## src/design/uod_pkg.sv

```systemverilog
`timescale 1ns / 1ps

package uod_pkg;

  localparam int DIST_BITS = 21;
  localparam int EXIT_BITS = 4;
  localparam int PHASE_BITS = 2;
  localparam int CFG_INDEX_BITS = 4;
  localparam int CFG_DATA_BITS = 21;

  localparam logic [DIST_BITS-1:0] DIST_MAX = {DIST_BITS{1'b1}};

  // Register indexes on the configuration channel.
  localparam logic [CFG_INDEX_BITS-1:0] REG_WINDOW_LOW = 4'd0;
  localparam logic [CFG_INDEX_BITS-1:0] REG_WINDOW_HIGH = 4'd1;
  localparam logic [CFG_INDEX_BITS-1:0] REG_MATCH_TOLERANCE = 4'd2;
  localparam logic [CFG_INDEX_BITS-1:0] REG_EXIT_SAMPLES = 4'd3;

  localparam logic [DIST_BITS-1:0] WINDOW_LOW_RESET = 21'd20000;
  localparam logic [DIST_BITS-1:0] WINDOW_HIGH_RESET = 21'd40000;
  localparam logic [DIST_BITS-1:0] MATCH_TOLERANCE_RESET = 21'd4000;
  localparam logic [EXIT_BITS-1:0] EXIT_SAMPLES_RESET = 4'd3;

  // Encoded phase as reported on the result channel.
  localparam logic [PHASE_BITS-1:0] PHASE_IDLE = 2'd0;
  localparam logic [PHASE_BITS-1:0] PHASE_CONFIRM = 2'd1;
  localparam logic [PHASE_BITS-1:0] PHASE_PRESENT = 2'd2;
  localparam logic [PHASE_BITS-1:0] PHASE_EXIT = 2'd3;

  typedef enum logic [3:0] {
    ST_IDLE    = 4'b0001,
    ST_CONFIRM = 4'b0010,
    ST_PRESENT = 4'b0100,
    ST_EXIT    = 4'b1000
  } state_t;

  typedef struct packed {
    logic [DIST_BITS-1:0] window_low;
    logic [DIST_BITS-1:0] window_high;
    logic [DIST_BITS-1:0] match_tolerance;
    logic [EXIT_BITS-1:0] exit_samples;
  } cfg_t;

  typedef struct packed {
    logic                 advance;
    logic                 result_ready;
  } flow_t;

endpackage

```

## src/design/uod_sample_if.sv

```systemverilog
`timescale 1ns / 1ps

interface uod_sample_if #(
  parameter int ECHO_WIDTH_BITS = 16
);
  logic                       valid;
  logic                       ready;
  logic [ECHO_WIDTH_BITS-1:0] echo_width_us;
  logic                       echo_timeout;

  modport source (output valid, output echo_width_us, output echo_timeout, input ready);
  modport sink (input valid, input echo_width_us, input echo_timeout, output ready);
endinterface

```

## src/design/uod_result_if.sv

```systemverilog
`timescale 1ns / 1ps

interface uod_result_if
  import uod_pkg::*;
();
  logic                  valid;
  logic                  ready;
  logic [DIST_BITS-1:0]  distance_mcm;
  logic                  car_present;
  logic                  car_arrived;
  logic                  car_left;
  logic [PHASE_BITS-1:0] phase;

  modport source (output valid, output distance_mcm, output car_present,
                  output car_arrived, output car_left, output phase, input ready);
  modport sink (input valid, input distance_mcm, input car_present,
                input car_arrived, input car_left, input phase, output ready);
endinterface

```

## src/design/uod_cfg_if.sv

```systemverilog
`timescale 1ns / 1ps

interface uod_cfg_if
  import uod_pkg::*;
();
  logic                      valid;
  logic                      ready;
  logic [CFG_INDEX_BITS-1:0] index;
  logic [CFG_DATA_BITS-1:0]  data;

  modport source (output valid, output index, output data, input ready);
  modport sink (input valid, input index, input data, output ready);
endinterface

```

## src/design/ultrasonic_occupancy_detector.sv

```systemverilog
`timescale 1ns / 1ps

// Channel   Role    Beat contents
// sample    sink    echo_width_us, echo_timeout
// result    source  distance_mcm, car_present, car_arrived, car_left, phase
// cfg       sink    index, data (always ready)
//
// A sample passes two registers: the input register at acceptance, then the
// distance and phase logic feeding the result register.
// One sample is accepted per cycle as long as the result side keeps up.
// A stalled result holds; the input register keeps taking one more beat.
// Synchronous reset puts the detector in idle and restores register defaults.
module ultrasonic_occupancy_detector
  import uod_pkg::*;
#(
  parameter int ECHO_WIDTH_BITS = 16
) (
  input  logic          clk,
  input  logic          rst,
  uod_sample_if.sink    sample,
  uod_result_if.source  result,
  uod_cfg_if.sink       cfg
);

  logic                       in_valid;
  logic [ECHO_WIDTH_BITS-1:0] in_width;
  logic                       in_timeout;
  logic                       out_valid;
  logic [DIST_BITS-1:0]       distance_mcm;
  flow_t                      flow;
  cfg_t                       regs;

  assign flow.result_ready = result.ready;
  assign flow.advance = in_valid && (!out_valid || result.ready);
  assign sample.ready = !in_valid || flow.advance;

  always_ff @(posedge clk) begin
    if (rst) begin
      in_valid <= 1'b0;
    end else if (sample.ready) begin
      in_valid <= sample.valid;
    end
  end

  always_ff @(posedge clk) begin
    if (sample.ready && sample.valid) begin
      in_width <= sample.echo_width_us;
      in_timeout <= sample.echo_timeout;
    end
  end

  uod_cfg_regs u_cfg_regs (
    .clk  (clk),
    .rst  (rst),
    .cfg  (cfg),
    .regs (regs)
  );

  uod_distance #(
    .ECHO_WIDTH_BITS (ECHO_WIDTH_BITS)
  ) u_distance (
    .echo_width_us (in_width),
    .echo_timeout  (in_timeout),
    .distance_mcm  (distance_mcm)
  );

  uod_tracker u_tracker (
    .clk          (clk),
    .rst          (rst),
    .flow         (flow),
    .regs         (regs),
    .distance_mcm (distance_mcm),
    .echo_timeout (in_timeout),
    .out_valid    (out_valid),
    .result       (result)
  );

endmodule

```

## src/design/uod_cfg_regs.sv

```systemverilog
`timescale 1ns / 1ps

module uod_cfg_regs
  import uod_pkg::*;
(
  input  logic       clk,
  input  logic       rst,
  uod_cfg_if.sink    cfg,
  output cfg_t       regs
);

  assign cfg.ready = 1'b1;

  always_ff @(posedge clk) begin
    if (rst) begin
      regs.window_low <= WINDOW_LOW_RESET;
      regs.window_high <= WINDOW_HIGH_RESET;
      regs.match_tolerance <= MATCH_TOLERANCE_RESET;
      regs.exit_samples <= EXIT_SAMPLES_RESET;
    end else if (cfg.valid) begin
      case (cfg.index)
        REG_WINDOW_LOW:      regs.window_low <= cfg.data;
        REG_WINDOW_HIGH:     regs.window_high <= cfg.data;
        REG_MATCH_TOLERANCE: regs.match_tolerance <= cfg.data;
        REG_EXIT_SAMPLES:    regs.exit_samples <= cfg.data[EXIT_BITS-1:0];
        default: begin
        end
      endcase
    end
  end

endmodule

```

## src/design/uod_distance.sv

```systemverilog
`timescale 1ns / 1ps

module uod_distance
  import uod_pkg::*;
#(
  parameter int ECHO_WIDTH_BITS = 16
) (
  input  logic [ECHO_WIDTH_BITS-1:0] echo_width_us,
  input  logic                       echo_timeout,
  output logic [DIST_BITS-1:0]       distance_mcm
);

  localparam int PROD_BITS = ECHO_WIDTH_BITS + 5;
  localparam int CALC_BITS = (PROD_BITS > DIST_BITS) ? PROD_BITS : DIST_BITS;

  logic [CALC_BITS-1:0] product;
  logic                 overflow;

  // Times 17 is a shift by four plus the value itself.
  assign product = CALC_BITS'({echo_width_us, 4'b0000}) + CALC_BITS'(echo_width_us);
  assign overflow = product > CALC_BITS'(DIST_MAX);

  always_comb begin
    if (echo_timeout) begin
      distance_mcm = '0;
    end else if (overflow) begin
      distance_mcm = DIST_MAX;
    end else begin
      distance_mcm = product[DIST_BITS-1:0];
    end
  end

endmodule

```

## src/design/uod_tracker.sv

```systemverilog
`timescale 1ns / 1ps

module uod_tracker
  import uod_pkg::*;
(
  input  logic                 clk,
  input  logic                 rst,
  input  flow_t                flow,
  input  cfg_t                 regs,
  input  logic [DIST_BITS-1:0] distance_mcm,
  input  logic                 echo_timeout,
  output logic                 out_valid,
  uod_result_if.source         result
);

  state_t               state;
  state_t               state_next;
  logic [DIST_BITS-1:0] anchor_mcm;
  logic [DIST_BITS-1:0] anchor_mcm_next;
  logic [EXIT_BITS-1:0] miss_count;
  logic [EXIT_BITS-1:0] miss_count_next;
  logic [EXIT_BITS-1:0] miss_inc;
  logic [DIST_BITS-1:0] diff;
  logic                 in_window;
  logic                 match;
  logic                 arrived;
  logic                 left;
  logic [PHASE_BITS-1:0] phase_code;

  assign in_window = !echo_timeout && (distance_mcm > regs.window_low)
                     && (distance_mcm < regs.window_high);
  assign diff = (distance_mcm >= anchor_mcm) ? distance_mcm - anchor_mcm
                                             : anchor_mcm - distance_mcm;
  assign match = !echo_timeout && (diff <= regs.match_tolerance);
  assign miss_inc = miss_count + 1'b1;

  always_comb begin
    state_next = state;
    anchor_mcm_next = anchor_mcm;
    miss_count_next = miss_count;
    arrived = 1'b0;
    left = 1'b0;
    case (state)
      ST_IDLE: begin
        if (in_window) begin
          anchor_mcm_next = distance_mcm;
          state_next = ST_CONFIRM;
        end
      end
      ST_CONFIRM: begin
        if (match) begin
          state_next = ST_PRESENT;
          arrived = 1'b1;
        end else begin
          state_next = ST_IDLE;
        end
      end
      ST_PRESENT: begin
        if (!in_window) begin
          state_next = ST_EXIT;
          miss_count_next = '0;
        end
      end
      ST_EXIT: begin
        if (in_window) begin
          state_next = ST_PRESENT;
          miss_count_next = '0;
        end else if (miss_inc >= regs.exit_samples) begin
          // A zero setting acts like one: the first further miss ends it.
          state_next = ST_IDLE;
          miss_count_next = '0;
          left = 1'b1;
        end else begin
          miss_count_next = miss_inc;
        end
      end
      default: begin
        state_next = ST_IDLE;
      end
    endcase
  end

  always_comb begin
    case (state_next)
      ST_IDLE:    phase_code = PHASE_IDLE;
      ST_CONFIRM: phase_code = PHASE_CONFIRM;
      ST_PRESENT: phase_code = PHASE_PRESENT;
      ST_EXIT:    phase_code = PHASE_EXIT;
      default:    phase_code = PHASE_IDLE;
    endcase
  end

  always_ff @(posedge clk) begin
    if (rst) begin
      state <= ST_IDLE;
      anchor_mcm <= '0;
      miss_count <= '0;
      out_valid <= 1'b0;
    end else begin
      if (flow.advance) begin
        state <= state_next;
        anchor_mcm <= anchor_mcm_next;
        miss_count <= miss_count_next;
        out_valid <= 1'b1;
      end else if (flow.result_ready) begin
        out_valid <= 1'b0;
      end
    end
  end

  always_ff @(posedge clk) begin
    if (flow.advance) begin
      result.distance_mcm <= distance_mcm;
      result.car_present <= (state_next == ST_PRESENT) || (state_next == ST_EXIT);
      result.car_arrived <= arrived;
      result.car_left <= left;
      result.phase <= phase_code;
    end
  end

  assign result.valid = out_valid;

endmodule
```

## src/flat_wrapper.sv

```systemverilog
// flat-port wrapper written by rule: the top's interface ports become plain ports
module ultrasonic_occupancy_detector_flat import uod_pkg::*;
#(
  parameter int ECHO_WIDTH_BITS = 16
)
  (clk, rst, sample_valid, sample_echo_width_us, sample_echo_timeout, sample_ready, result_valid, result_distance_mcm, result_car_present, result_car_arrived, result_car_left, result_phase, result_ready, cfg_valid, cfg_index, cfg_data, cfg_ready);
  uod_sample_if #(.ECHO_WIDTH_BITS(ECHO_WIDTH_BITS)) sample_i ();
  uod_result_if result_i ();
  uod_cfg_if cfg_i ();
  input  logic clk;
  input  logic rst;
  input wire logic [$bits(sample_i.valid)-1:0] sample_valid;
  input wire logic [$bits(sample_i.echo_width_us)-1:0] sample_echo_width_us;
  input wire logic [$bits(sample_i.echo_timeout)-1:0] sample_echo_timeout;
  output wire logic [$bits(sample_i.ready)-1:0] sample_ready;
  output wire logic [$bits(result_i.valid)-1:0] result_valid;
  output wire logic [$bits(result_i.distance_mcm)-1:0] result_distance_mcm;
  output wire logic [$bits(result_i.car_present)-1:0] result_car_present;
  output wire logic [$bits(result_i.car_arrived)-1:0] result_car_arrived;
  output wire logic [$bits(result_i.car_left)-1:0] result_car_left;
  output wire logic [$bits(result_i.phase)-1:0] result_phase;
  input wire logic [$bits(result_i.ready)-1:0] result_ready;
  input wire logic [$bits(cfg_i.valid)-1:0] cfg_valid;
  input wire logic [$bits(cfg_i.index)-1:0] cfg_index;
  input wire logic [$bits(cfg_i.data)-1:0] cfg_data;
  output wire logic [$bits(cfg_i.ready)-1:0] cfg_ready;
  assign sample_i.valid = sample_valid;
  assign sample_i.echo_width_us = sample_echo_width_us;
  assign sample_i.echo_timeout = sample_echo_timeout;
  assign sample_ready = sample_i.ready;
  assign result_valid = result_i.valid;
  assign result_distance_mcm = result_i.distance_mcm;
  assign result_car_present = result_i.car_present;
  assign result_car_arrived = result_i.car_arrived;
  assign result_car_left = result_i.car_left;
  assign result_phase = result_i.phase;
  assign result_i.ready = result_ready;
  assign cfg_i.valid = cfg_valid;
  assign cfg_i.index = cfg_index;
  assign cfg_i.data = cfg_data;
  assign cfg_ready = cfg_i.ready;
  ultrasonic_occupancy_detector #(.ECHO_WIDTH_BITS(ECHO_WIDTH_BITS)) u_core (.clk(clk), .rst(rst), .sample(sample_i), .result(result_i), .cfg(cfg_i));
endmodule
```

## config.mk

```make
export PLATFORM = sky130hd
export DESIGN_NAME = ultrasonic_occupancy_detector_flat
export DESIGN_NICKNAME = d
export VERILOG_FILES = /design/src/design/uod_pkg.sv /design/src/design/uod_sample_if.sv /design/src/design/uod_result_if.sv /design/src/design/uod_cfg_if.sv /design/src/design/ultrasonic_occupancy_detector.sv /design/src/design/uod_cfg_regs.sv /design/src/design/uod_distance.sv /design/src/design/uod_tracker.sv /design/src/flat_wrapper.sv
export SDC_FILE = /design/constraint.sdc
export NUM_CORES = 1
export LEC_CHECK = 0
export ABC_AREA = 0
export BUFFER_PORTS_ARGS = -buffer_cell sky130_fd_sc_hd__buf_4
export CAP_MARGIN = 20
export CORE_MARGIN = 4
export CORE_UTILIZATION = 38
export DETAILED_ROUTE_END_ITERATION = 10
export PLACE_DENSITY = 0.6
export SYNTH_ARGS = -nofsm -noshare
export SYNTH_HDL_FRONTEND = slang
export SYNTH_SLANG_ARGS = --single-unit
```

## constraint.sdc

```tcl
create_clock -name clk -period 16.05 [get_ports clk]
set_input_delay 2.4075 -clock clk [delete_from_list [all_inputs] [get_ports clk]]
set_output_delay 2.4075 -clock clk [all_outputs]
set_load 0.01 [all_outputs]
```

# After elaboration in Yosys (flattened, before gate mapping)
# Cells that the tools add are included.
# totals
ff_bits,141
input_bits,47
out_inout_bits,29
word_cells,77
# classes
addsub,4
n_lt_le_gt_ge,6
eq_ne,11
muxes,18
n_bitwise,1
reduce_logical,21
# ops
operator,n
2-to-1 mux 21 bit,3
subtractor 21 bit,2
2-to-1 mux 4 bit,7
adder 20 x 16 -> 21 bit,1
>= comparator 21 bit,1
greater-than comparator 21 bit,1
greater-than comparator 21 bit (second input constant),1
less-or-equal comparator 21 bit,1
less-than comparator 21 bit,1
== test 4 x 2 -> 1 bit (second input constant),4
case mux 4 bit (4 select lines),1
== test 4 x 1 -> 1 bit (second input constant),2
== test 4 x 3 -> 1 bit (second input constant),2
== test 4 bit (second input constant),2
case mux 4 bit (2 select lines),1
AND reduction 2 bit,4
case mux 2 bit (3 select lines),1
AND reduction 3 bit,2
logical AND 1 bit,5
adder 4 x 1 -> 4 bit (second input constant),1
>= comparator 4 bit,1
logical NOT 4 bit,1
2-to-1 mux 1 bit,4
nonzero test 2 bit,2
6 further kinds,10

# Logic depth before layout (Yosys ltp)
# Gate-level depths: netlist (run 1).
# logic_depth
depth_word,12
depth_mapped,32

# By module
# From an unflattened synthesis (run 1), not the netlist that was laid out.
# hier_totals
hier_cells,1083
hier_area_um2,9924.5
# by_module_without_submodules
module,instances,cells_per_inst,area_per_inst_um2
uod_tracker,1,677,5754.3
uod_cfg_regs,1,259,2748.9
uod_distance,1,123,838.3
ultrasonic_occupancy_detector,1,24,583.1

# Worst setup path before layout (run 1)
# Ideal clock, no wire load.
# synth_path
kind,reg2reg
start,reg u_core.in_width[4]
end,reg u_core.u_tracker.result.car_present (data pin)
setup_ns,0.277
t_arrival_ns,5.374
required_ns,15.773
setup_slack_ns,10.399
path_stages_with_launch,27
period_less_slack_ns,5.651
cell_sequence,edfxtp_1 > ha_1 > inv_1 > fa_1 > nor2b_1 > o21ai_0 > a21o_1 > a31oi_1 > a31oi_1 > nor4b_1 > ha_1 > nand3_1 > nor4_1 > a221o_1 > a211oi_1 > o21ai_1 > a211oi_1 > o41ai_2 > xor2_1 > ha_1 > nand4_1 > nor2_1 > nand2_1 > nor3_1 > o21ai_0 > a21oi_1 > o211ai_1
# synth_between
elab_chain_len,12
# synth_lines
item,line,text
from (decl),ultrasonic_occupancy_detector.sv:26,logic [ECHO_WIDTH_BITS-1:0] in_width;
from (signal assigned),ultrasonic_occupancy_detector.sv:47,in_width <= sample.echo_width_us;
adder 20 x 16 -> 21 bit *,uod_distance.sv:20,"assign product = CALC_BITS'({echo_width_us, 4'b0000}) + CALC_BITS'(echo_width_us);"
greater-than comparator 21 bit,uod_distance.sv:21,assign overflow = product > CALC_BITS'(DIST_MAX);
2-to-1 mux 21 bit *,uod_distance.sv:26,end else if (overflow) begin
2-to-1 mux 21 bit *,uod_distance.sv:24,if (echo_timeout) begin
via u_core.distance_mcm[20],ultrasonic_occupancy_detector.sv:29,logic [DIST_BITS-1:0] distance_mcm;
"subtractor 21 bit, or another cell as far along",uod_tracker.sv:33,: anchor_mcm - distance_mcm;
2-to-1 mux 21 bit,uod_tracker.sv:32,assign diff = (distance_mcm >= anchor_mcm) ? distance_mcm - anchor_mcm
less-or-equal comparator 21 bit,uod_tracker.sv:34,assign match = !echo_timeout && (diff <= regs.match_tolerance);
logical AND 1 bit,uod_tracker.sv:34,
2-to-1 mux 3 bit,uod_tracker.sv:51,if (match) begin
case mux 4 bit (4 select lines) *,uod_tracker.sv:43,case (state)
== test 4 x 3 -> 1 bit or == test 4 bit (tied branches),uod_tracker.sv:114,result.car_present <= (state_next == ST_PRESENT) || (state_next == ST_EXIT);
logical OR 1 bit *,uod_tracker.sv:114,
to (signal assigned),uod_tracker.sv:114,
to (decl),uod_result_if.sv:14,"modport source (output valid, output distance_mcm, output car_present,"
# Mark *: on every way through the listed nets, which the timed path passes. The rest lies on a longest branch.
# A chain may end at the register's enable or synchronous reset.

# Worst setup path in the final report (run 1)
# Same ends and word-level chain as after synthesis.

==> results of run 1 <==
final timing paths:
| check | to | from | slack (ps) |
|---|---|---|---|
| worst max-delay path | u_core.u_tracker.result.car_present | u_core.in_width[4] | 9140 |
| worst min-delay path | u_core.u_cfg_regs.regs[19] | u_core.u_cfg_regs.regs[19] | 460 |
| worst max register to register | u_core.u_tracker.result.car_present | u_core.in_width[4] | 9140 |
| worst min register to register | u_core.u_cfg_regs.regs[19] | u_core.u_cfg_regs.regs[19] | 460 |
metal layers:
layer / GRT usage, % / wire length [um] / vias to the layer above
met5: 0 / 0 / -
met4: 6.881 / 763 / 0
met3: 3.469 / 1165 / 46
met2: 32.56 / 12610 / 170
met1: 26.53 / 12360 / 3689
li1: - / - / 4023
critical path: cells and delay by family, from the launching register on:
kind,cells,cell delay [ps]
AO/OA/AOI/OAI,14,3200
adder cells (fa/ha/maj),4,1390
AND/OR/NAND/NOR,7,1010
flip-flops,1,370
XOR/XNOR,2,330
buffers and inverters,2,320
Yosys cell counts, drive strengths merged (9+ instances only):
cell type    n
mux2i        9
nand2b      14
a211o       14
dfxtp       98
edfxtp      42
ha         120
a21oi      139
nor2b       10
xor2        13
a211oi      15
or2          9
a21o        23
xnor2       18
nand4       12
buf         16
nor3        21
nand3       12
nor2        93
clkbuf      35
o21ai       34
nand2      148
inv        118
kinds of logic (layout without fill, tap and decap cells):
group	count (synthesis)	in the layout	share of synthesized area (%)
other cells	1	1	0.04020
simple gates	358	358	17.64
buf+inv	169	239	7.242
compound gates	291	291	19.68
fa+ha+maj	123	123	16.74
mux	11	11	1.207
xor+xnor	31	31	2.910
flops	140	140	34.55
area by class of cell:
class                   instances  share of cell area (%)
repair buffers                 89                   6.379
clock buffers                  21                   4.291
flip-flops and latches        140                   29.88
multi-input cells             815                   50.61
well taps                     324                   3.758
inverters                     118                   4.106
clock inverters                11                  0.9743
sequential cells by signal (all words and copies together), names as in the netlist:
register and count:
u_core.u_tracker.state 4, u_core.u_cfg_regs.regs 67, u_core.u_tracker.anchor_mcm 21, u_core.u_tracker.out_valid 1, u_core.in_width 16, u_core.u_tracker.result.car_present 1, u_core.u_tracker.result.car_left 1, u_core.u_tracker.result.phase 1
u_core.u_tracker.result.car_arrived 1, u_core.in_valid 1, u_core.in_timeout 1, u_core.u_tracker.result.distance_mcm 21, u_core.u_tracker.miss_count 4
power by group through the flow:
stage,clock network (mW),registers (mW),logic [mW]
floorplan,0,0.390,0.226
global placement,0,0.391,0.316
detailed placement,0,0.391,0.317
CTS,0.395,0.384,0.319
global route,0.409,0.385,0.357
finish,0.388,0.384,0.321
==> out/results.tsv, run 1 <==
metric	value	unit
netlist.area_leader.share	21.03	%
initial_utilization	38.47	%
maxSlewViolCount	0	
grt_pass1_wl	41570	um
pwr-share-comb	29.4	%
timing.hold.worst.class	reg2reg	
drtAntennaViolNets	0	
clock_skew	9.788	ps
final-hold-violation-count	0	
clock_path_buffers	2	
die_h	164.7	um
wl_per_cell	17.72	um
p_sw	359.7	uW
dr.pass1.iters	5	
synthDistinctLibCells	72	
final_common_cell	nand2_1	
outcome	finished clean	
synth_top_area_cell	dfxtp_1	
dp_hpwl	20170	um
hold_buffers	0	
vias_per_cell	5.223	
post-route-period-util	43.08	%
gp_congestion	0.8828	
syn_avg_cell_area	8.300	um2
cp_slowest_cell	a211oi_1	
fmax	144.6	MHz
hold_depth	2	
synth-seq-cells	140	
antenna_found_initial	0	
die_w	164.7	um
pre_cts_ws	9207	ps
p_seq_share	35.1	%
power	1.093	mW
place_area	0.01019	mm2
portBuffers	74	
crit_arrival	7060	ps
yosysSeqAreaShare	34.55	%
fin_cells	1518	
setup_tns	0	ps
drv_cap	0	
synth_fp_nets	1294	
num-fill-cells	2435	
slowest_delay	460	ps
critPathKind	reg2reg	
final.min_clock_period	6914	ps
p_int	733.0	uW
core	0.02425	mm2
row_count	57	
synth_edf_count	42	
cts_setup_buffers	0	
clkLatencyLatePin	430	ps
synth.area.top_cells	dfxtp_1 21%, ha_1 16%, edfxtp_1 14%	
drive_gt1_share	12.40	%
powerDensity	101.3	mW/mm2
swShare	32.92	%
via_count	7928	
drtIter0Drc	572	
relSlewSlack	28.58	%
rsz0062_at_grt	false	
whs	457.2	ps
cts_inserted_buffers	17	
ys.flop_type	dfxtp_1	
crit_fanout	30	
fin_area	0.01079	mm2
cts-resized-gates	0	
tightestPinTransition	1070	ps
cp.required	16200	ps
clockRootBuffer	clkbuf_16	
dp.cells	1485	
num_io_pins	76	
die_area	0.02712	mm2
register_area	0.003223	mm2
multi_input_area	0.005460	mm2
critPathCaptureType	flop	
htree_num_levels	4	
cts.sinks	140	
pwr-share-clk	35.5	%
synthArstFlopShare	0	%
track_usage	19.88	%
grt_pass1_vias	7618	
synthCells	1124	
p_leak	4.588	nW
clk_pin_slew	60	ps
drc	0	
fin_ws	9136	ps
final_util	44.49	%
cts_tree	built	
startpoint_type	flop	
layout_common_cells	148 x nand2_1, 139 x a21oi_1, 120 x ha_1	
fin_nets	1351	
synth.cell_area	0.009329	mm2
totalWireLength	26900	um
overflow	0	
grt_max_degree	102	
setup_violations	0	
antennaDiodeCount	0	
ir_worst_vdd	0.07248	mV
area_growth	15.64	%
yosysWarnings	0	
rr_worst_depth	29	
Power figures use the tool's default switching activity.
==> run 2, diff against run 1 <==
--- a/config.mk
+++ b/config.mk
@@ -11,7 +11,7 @@
 export CORE_MARGIN = 4
 export CORE_UTILIZATION = 38
 export DETAILED_ROUTE_END_ITERATION = 10
-export PLACE_DENSITY = 0.6
+export PLACE_DENSITY = 0.62
 export SYNTH_ARGS = -nofsm -noshare
 export SYNTH_HDL_FRONTEND = slang
 export SYNTH_SLANG_ARGS = --single-unit
==> constraint.sdc (replaced) <==
create_clock -name clk -period 5.7 [get_ports clk]
set_input_delay 0.855 -clock clk [delete_from_list [all_inputs] [get_ports clk]]
set_output_delay 0.855 -clock clk [all_outputs]
set_load 0.01 [all_outputs]
==> out/results.tsv, run 2 (synthesis gave the netlist of run 1 again) <==
metric	value	unit	change
pwr-share-comb	33.3	%	+3.9 points
swShare	32.28	%	-0.63 points
cts_tree	built		
row_count	57		unchanged
hold_start	u_core.u_cfg_regs.regs[62]		
final.min_clock_period	5711	ps	-1203 ps
dr.pass1.iters	6		+1
relSlewSlack	27.73	%	-0.85 points
largest_reg_flops	67		unchanged
violations	setup timing		
grt_pass1_wl	43210	um	+4.0%
final-hold-violation-count	0		unchanged
drtIter0Drc	661		+16%
final_common_cell	buf_4		
cts.sinks	140		unchanged
track_usage	20.62	%	+0.74 points
clkLatencyLatePin	430	ps	about the same
htree_num_levels	4		unchanged
cp.required	5850	ps	-10350 ps
post-route-period-util	100.2	%	+57 points
hold_depth	2		unchanged
die_h	164.7	um	unchanged
worstSetupStartpoint	u_core.in_width[4]		
fin_ws	-10.97	ps	-9147 ps
drtAntennaViolNets	0		unchanged
wl_per_cell	17.41	um	-1.7%
final_util	48.36	%	+3.9 points
outcome	finished, violations left		
r2r-start	u_core.in_width[4]		
portBuffers	74		unchanged
r2r_end	u_core.u_tracker.result.car_present		
clk_pin_slew	60	ps	about the same
startpoint_type	flop		
drv_cap	0		unchanged
rr_worst_depth	29		unchanged
rrSetupSlack	-10	ps	-9150 ps
tightestPinTransition	1084	ps	+13.88 ps
p_sw	1.047	mW	+190%
die_area	0.02712	mm2	unchanged
via_count	8499		+7.2%
drive_gt1_share	21.48	%	+9.1 points
totalWireLength	28020	um	+4.2%
vias_per_cell	5.282		+1.1%
clockRootBuffer	clkbuf_16		
initial_utilization	38.47	%	unchanged
critPathKind	reg2reg		
rsz0062_at_grt	true		
die_w	164.7	um	unchanged
crit_top_cell	buf_4		
area_growth	25.70	%	
antennaDiodeCount	0		unchanged
num_io_pins	76		unchanged
slowest_delay	390	ps	-70 ps
drc	0		unchanged
crit_arrival	5860	ps	-1200 ps
p_leak	5.074	nW	+11%
fin_nets	1442		+6.7%
fmax	175.1	MHz	+21%
grt_pass1_vias	7980		+4.8%
fin_area	0.01173	mm2	+8.7%
dp_hpwl	21250	um	+5.4%
ir_worst_vdd	0.2336	mV	+220%
crit_fanout	5		-83%
critPathCaptureType	flop		
antenna_found_initial	0		unchanged
p_int	2.196	mW	+200%
top_regs	u_core.u_cfg_regs.regs x67, u_core.u_tracker.anchor_mcm x21, u_core.u_tracker.result.distance_mcm x21		
core	0.02425	mm2	unchanged
top_register	u_core.u_cfg_regs.regs		
whs	453.9	ps	-3.363 ps
grt_max_degree	102		unchanged
holdPathEnd	u_core.u_cfg_regs.regs[62]		
powerDensity	276.5	mW/mm2	+170%
maxSlewViolCount	0		unchanged
cp_slowest_cell	edfxtp_1		
overflow	0		unchanged
cts_inserted_buffers	17		unchanged
setup_violations	2		+2
layout_common_cells	179 x buf_4, 148 x nand2_1, 136 x a21oi_1		
clock_path_buffers	2		unchanged
gp_congestion	0.9266		+5.0%
clock_skew	13.44	ps	+3.652 ps
place_area	0.01074	mm2	+5.3%
timing.hold.worst.class	reg2reg		
p_seq_share	33.2	%	-1.9 points
pwr-share-clk	33.5	%	-2.0 points
## run 2: cell types whose count changed in the layout (fill, tap and decap cells not counted), sizes merged
cell | before | now
inv | 124 | 119
clkbuf | 21 | 22
clkinv | 3 | 7
buf | 89 | 180
## run 2: metrics by stage
step	worst slack (ps)	std cells	setup TNS [ps]	total power, mW
finish	-10.97	1609	-14.70	3.242
global route	-345.7	1609	-1322	3.398
CTS	5.625	1601	0	3.199
detailed placement	-234.8	1559	-702.1	2.084
global placement	-94.36	1559	-190.5	2.076
floorplan	48.62	1124	0	1.735
## run 2: cell type report
| class | count | area (um2) |
|---|---|---|
| fillers | 2350 | 12520 |
| multi-input cells | 815 | 5727 |
| flip-flops and latches | 140 | 3223 |
| repair buffers | 180 | 1355 |
| clock buffers | 22 | 484.2 |
| inverters | 118 | 442.9 |
| well taps | 324 | 405.4 |
| clock inverters | 10 | 88.84 |
## run 2: per-layer routing
layer / global-route usage, % / wire, um
met4: 6.238 / 593
met3: 3.519 / 1649
met5: 0 / 0
met2: 33.38 / 13000
met1: 28.24 / 12770
## run 2: how the worst max path moves through the flow
| stage | cells after the start | end | slack [ps] |
|---|---|---|---|
| finish | 29 | u_core.u_tracker.result.car_present | -10 |
| global route | 29 | u_core.u_tracker.result.car_arrived | -350 |
| CTS | 30 | u_core.u_tracker.state[2] | 6 |
| detailed placement | 30 | u_core.u_tracker.state[2] | -230 |
| global placement | 31 | u_core.u_tracker.state[2] | -90 |
| floorplan | 26 | u_core.u_tracker.result.car_present | 50 |
## run 2: power by group through the flow
| stage | Sequential, mW | Clock (mW) | Combinational, mW |
|---|---|---|---|
| 6_report | 1.08 | 1.08 | 1.08 |
| 5_1_grt | 1.08 | 1.13 | 1.19 |
| 3_3_place_gp | 1.10 | 0 | 0.979 |
| 2_1_floorplan | 1.10 | 0 | 0.636 |
| 4_1_cts | 1.08 | 1.09 | 1.03 |
| 3_5_place_dp | 1.10 | 0 | 0.986 |
## run 2: critical path, delay by kind of cell, from the launching register on
family | cells | cell delay (ps)
xor+xnor | 1 | 160
simple gates | 8 | 1090
fa+ha+maj | 3 | 810
buf+inv | 4 | 600
compound gates | 13 | 2370
flops | 1 | 390
## run 2: what timing repair did
| action | in CTS | in global routing |
|---|---|---|
| hold buffers | 0 | 0 |
| pin swaps | 22 | 32 |
| endpoints found under the setup margin | 4 | 4 |
| gates resized for setup | 27 | 29 |
| buffers inserted | 10 | 9 |
==> run 3, diff against run 2 <==
--- a/config.mk
+++ b/config.mk
@@ -14,4 +14,5 @@
 export PLACE_DENSITY = 0.62
 export SYNTH_ARGS = -nofsm -noshare
 export SYNTH_HDL_FRONTEND = slang
+export SYNTH_HIERARCHICAL = 1
 export SYNTH_SLANG_ARGS = --single-unit
==> constraint.sdc (replaced) <==
create_clock -name clk -period 5.7 [get_ports clk]
set_input_delay 0.855 -clock clk [delete_from_list [all_inputs] [get_ports clk]]
set_output_delay 0.855 -clock clk [all_outputs]
set_load 0.02 [all_outputs]
==> out/results.tsv, run 3 <==
metric	value	unit	change
outcome	finished, violations left		
violations	setup timing		
top_regs	u_core/u_cfg_regs/regs x67, u_core/u_tracker/anchor_mcm x21, u_core/u_tracker/result.distance_mcm x21		
timing.critical_path.buf_inv	6		+2
antennaDiodeCount	0		unchanged
worst_path_dominant_cell_family	simple AND/OR/NAND/NOR gates		
top_register	u_core/u_cfg_regs/regs		
die_w	169.6	um	+3.0%
gp_congestion	0.9260		about the same
clockRootBuffer	clkbuf_16		
pre_cts_ws	-116.7	ps	+118.1 ps
post-route-period-util	101.9	%	+1.7 points
rsz0062_at_grt	true		
synth_edf_count	42		unchanged
rr_worst_depth	30		+3.4%
dp.cells	1519		-2.6%
power	3.218	mW	-0.76%
critPathKind	reg2reg		
powerDensity	265.8	mW/mm2	-3.9%
cp.required	5880	ps	+30 ps
synth_top_area_cell	dfxtp_1		
cp.depth	30		+3.4%
area_growth	21.99	%	
maxSlewViolCount	0		unchanged
setup_tns	-258.0	ps	-243.3 ps
p_leak	5.623	nW	+11%
track_usage	18.35	%	-2.3 points
netlist.area_leader.share	19.77	%	-1.3 points
highest_layer	met4		
final-hold-violation-count	0		unchanged
synth.cell_area	0.009925	mm2	+6.4%
cp-endpoint	u_core/u_tracker/result.car_present		
wl_met3	767	um	-53%
relSlewSlack	37.57	%	+9.8 points
row_count	58		+1.8%
fin_ws	-108.3	ps	-97.29 ps
crit_fanout	6		+1
synth.area.top_cells	dfxtp_1 20%, ha_1 15%, edfxtp_1 13%		
totalWireLength	26080	um	-6.9%
rrSetupSlack	-110	ps	-100 ps
portBuffers	74		unchanged
grt_pass1_wl	41910	um	-3.0%
dr_wl_met2	12370	um	-4.9%
drv_cap	0		unchanged
num-fill-cells	2408		+2.5%
ir_worst_vdd	0.1555	mV	-33%
crit_arrival	5990	ps	+130 ps
cts_inserted_buffers	17		unchanged
critPathCaptureType	flop		
r2r_end	u_core/u_tracker/result.car_present		
via_count	8008		-5.8%
overflow	0		unchanged
fin_area	0.01211	mm2	+3.2%
yosys-top-cells-count	124 x inv_1, 120 x ha_1, 98 x dfxtp_1, 98 x mux2i_1, 93 x nor2_1		
synthCells	1083		-3.6%
synth-seq-cells	140		unchanged
startpoint_type	flop		
grt_max_degree	66		-35%
timing.hold.worst.class	reg2reg		
fmax	172.2	MHz	-1.7%
vias_per_cell	5.127		-2.9%
synth.most_common_cell	inv_1		
wl_per_cell	16.70	um	-4.1%
cts.sinks	140		unchanged
initial_utilization	38.96	%	+0.49 points
setup_violations	3		+1
hold_start	u_core/u_cfg_regs/regs[47]		
synth_fp_nets	1253		-3.2%
fin_cells	1562		-2.9%
core	0.02547	mm2	+5.0%
slowest_delay	420	ps	+30 ps
hold_buffers	0		unchanged
wl_met1	12620	um	-1.2%
register_area	0.003223	mm2	unchanged
dp_hpwl	20260	um	-4.6%
whs	471.5	ps	+17.59 ps
die_area	0.02877	mm2	+6.1%
r2r-start	u_core/in_width[4]		
fin_nets	1389		-3.7%
ys.flop_type	dfxtp_1		
num_io_pins	76		unchanged
worstSetupStartpoint	u_core/in_width[4]		
syn_avg_cell_area	9.164	um2	+10%
clock_skew	13.71	ps	+0.2691 ps
final.min_clock_period	5808	ps	+97.29 ps
cts_tree	built		
cp_slowest_cell	or4_4		
synthDistinctLibCells	85		+18%
tightestPinTransition	931.5	ps	-152.5 ps
dr.pass1.iters	5		-1
antenna_found_initial	0		unchanged
drc	0		unchanged
yosysWarnings	6		+6
yosysSeqAreaShare	32.48	%	-2.1 points
htree_num_levels	4		unchanged
clk_pin_slew	60	ps	about the same
crit_top_cell	buf_4		
place_area	0.01122	mm2	+4.5%
synthArstFlopShare	0	%	unchanged
largest_reg_flops	67		unchanged
clkLatencyLatePin	430	ps	about the same
layout_common_cells	157 x buf_4, 120 x inv_1, 115 x ha_1		
die_h	169.6	um	+3.0%
multi_input_area	0.006192	mm2	+8.1%
drtAntennaViolNets	0		unchanged
drive_gt1_share	21.27	%	-0.21 points
grt_pass1_vias	7998		+0.23%
final_common_cell	buf_4		
final_util	47.53	%	-0.83 points
clock_path_buffers	2		unchanged
drtIter0Drc	512		-23%
-- run 3: cell count changes after synthesis, sizes merged, moves of 7 or more --
| cell | before | now |
|---|---|---|
| a211o | 14 | 2 |
| a211oi | 15 | 8 |
| a21o | 23 | 36 |
| a21oi | 139 | 76 |
| buf | 16 | 28 |
| clkbuf | 35 | 15 |
| mux2i | 9 | 98 |
| nand2 | 148 | 31 |
| nand2b | 14 | 80 |
| nand3b | 8 | 1 |
| nand4 | 12 | 22 |
| nor2b | 10 | 25 |
| or2 | 9 | 2 |
-- run 3: worst min path at each step --
stage	endpoint	slack, ps	cells after the start
after global routing	u_core/u_cfg_regs/regs[42]	500	2
final	u_core/u_cfg_regs/regs[47]	470	2
after detailed placement	u_core/u_cfg_regs/regs[48]	460	2
after CTS	u_core/u_cfg_regs/regs[47]	480	2
after floorplan	u_core/u_cfg_regs/regs[16]	450	2
after global placement	u_core/u_cfg_regs/regs[48]	460	2
-- run 3: layer usage --
metal  vias up  GRT usage (%)
met5         -              0
met4         0          4.795
met3        22          2.492
met2       139          30.50
met1      3822          25.15
li1       4025              -
-- run 3: timing repair --
action	CTS	global route
gates resized for setup	9	35
endpoints found under the setup margin	3	4
gates cloned	1	0
hold endpoints to repair	0	0
setup buffers	7	3
pin swaps	5	29
-- run 3: cells by family after synthesis --
family	after synthesis	share of synthesized area, %
other	1	0.03779
AOI/OAI and AO/OA	208	13.94
muxes	104	10.56
and+or+nand+nor	318	18.03
DFF	140	32.48
buffers and inverters	167	7.274
xor gates and xnor gates	22	1.941
adders and majority gates	123	15.73
-- run 3: area by class of cell --
| cell class | instances | share of cell area [%] |
|---|---|---|
| Multi-Input combinational cell | 777 | 51.15 |
| Sequential cell | 140 | 26.62 |
| Timing Repair Buffer | 159 | 9.994 |
| Inverter | 124 | 3.865 |
| Clock buffer | 17 | 3.514 |
| Tap cell | 330 | 3.411 |
| Clock inverter | 15 | 1.447 |
-- run 3: tightest hold or removal path, delay by kind of cell (launching register included) --
family	cells	cell delay [ps]
flip-flops	1	310
AND/OR/NAND/NOR	1	60
multiplexers	1	50
-- run 3: power breakdown --
part	leakage (nW)	internal (mW)	switching [mW]	total, mW
logic	4.13	0.460	0.531	0.991
registers	1.20	1.06	0.0180	1.08
clock network	0.293	0.662	0.489	1.15
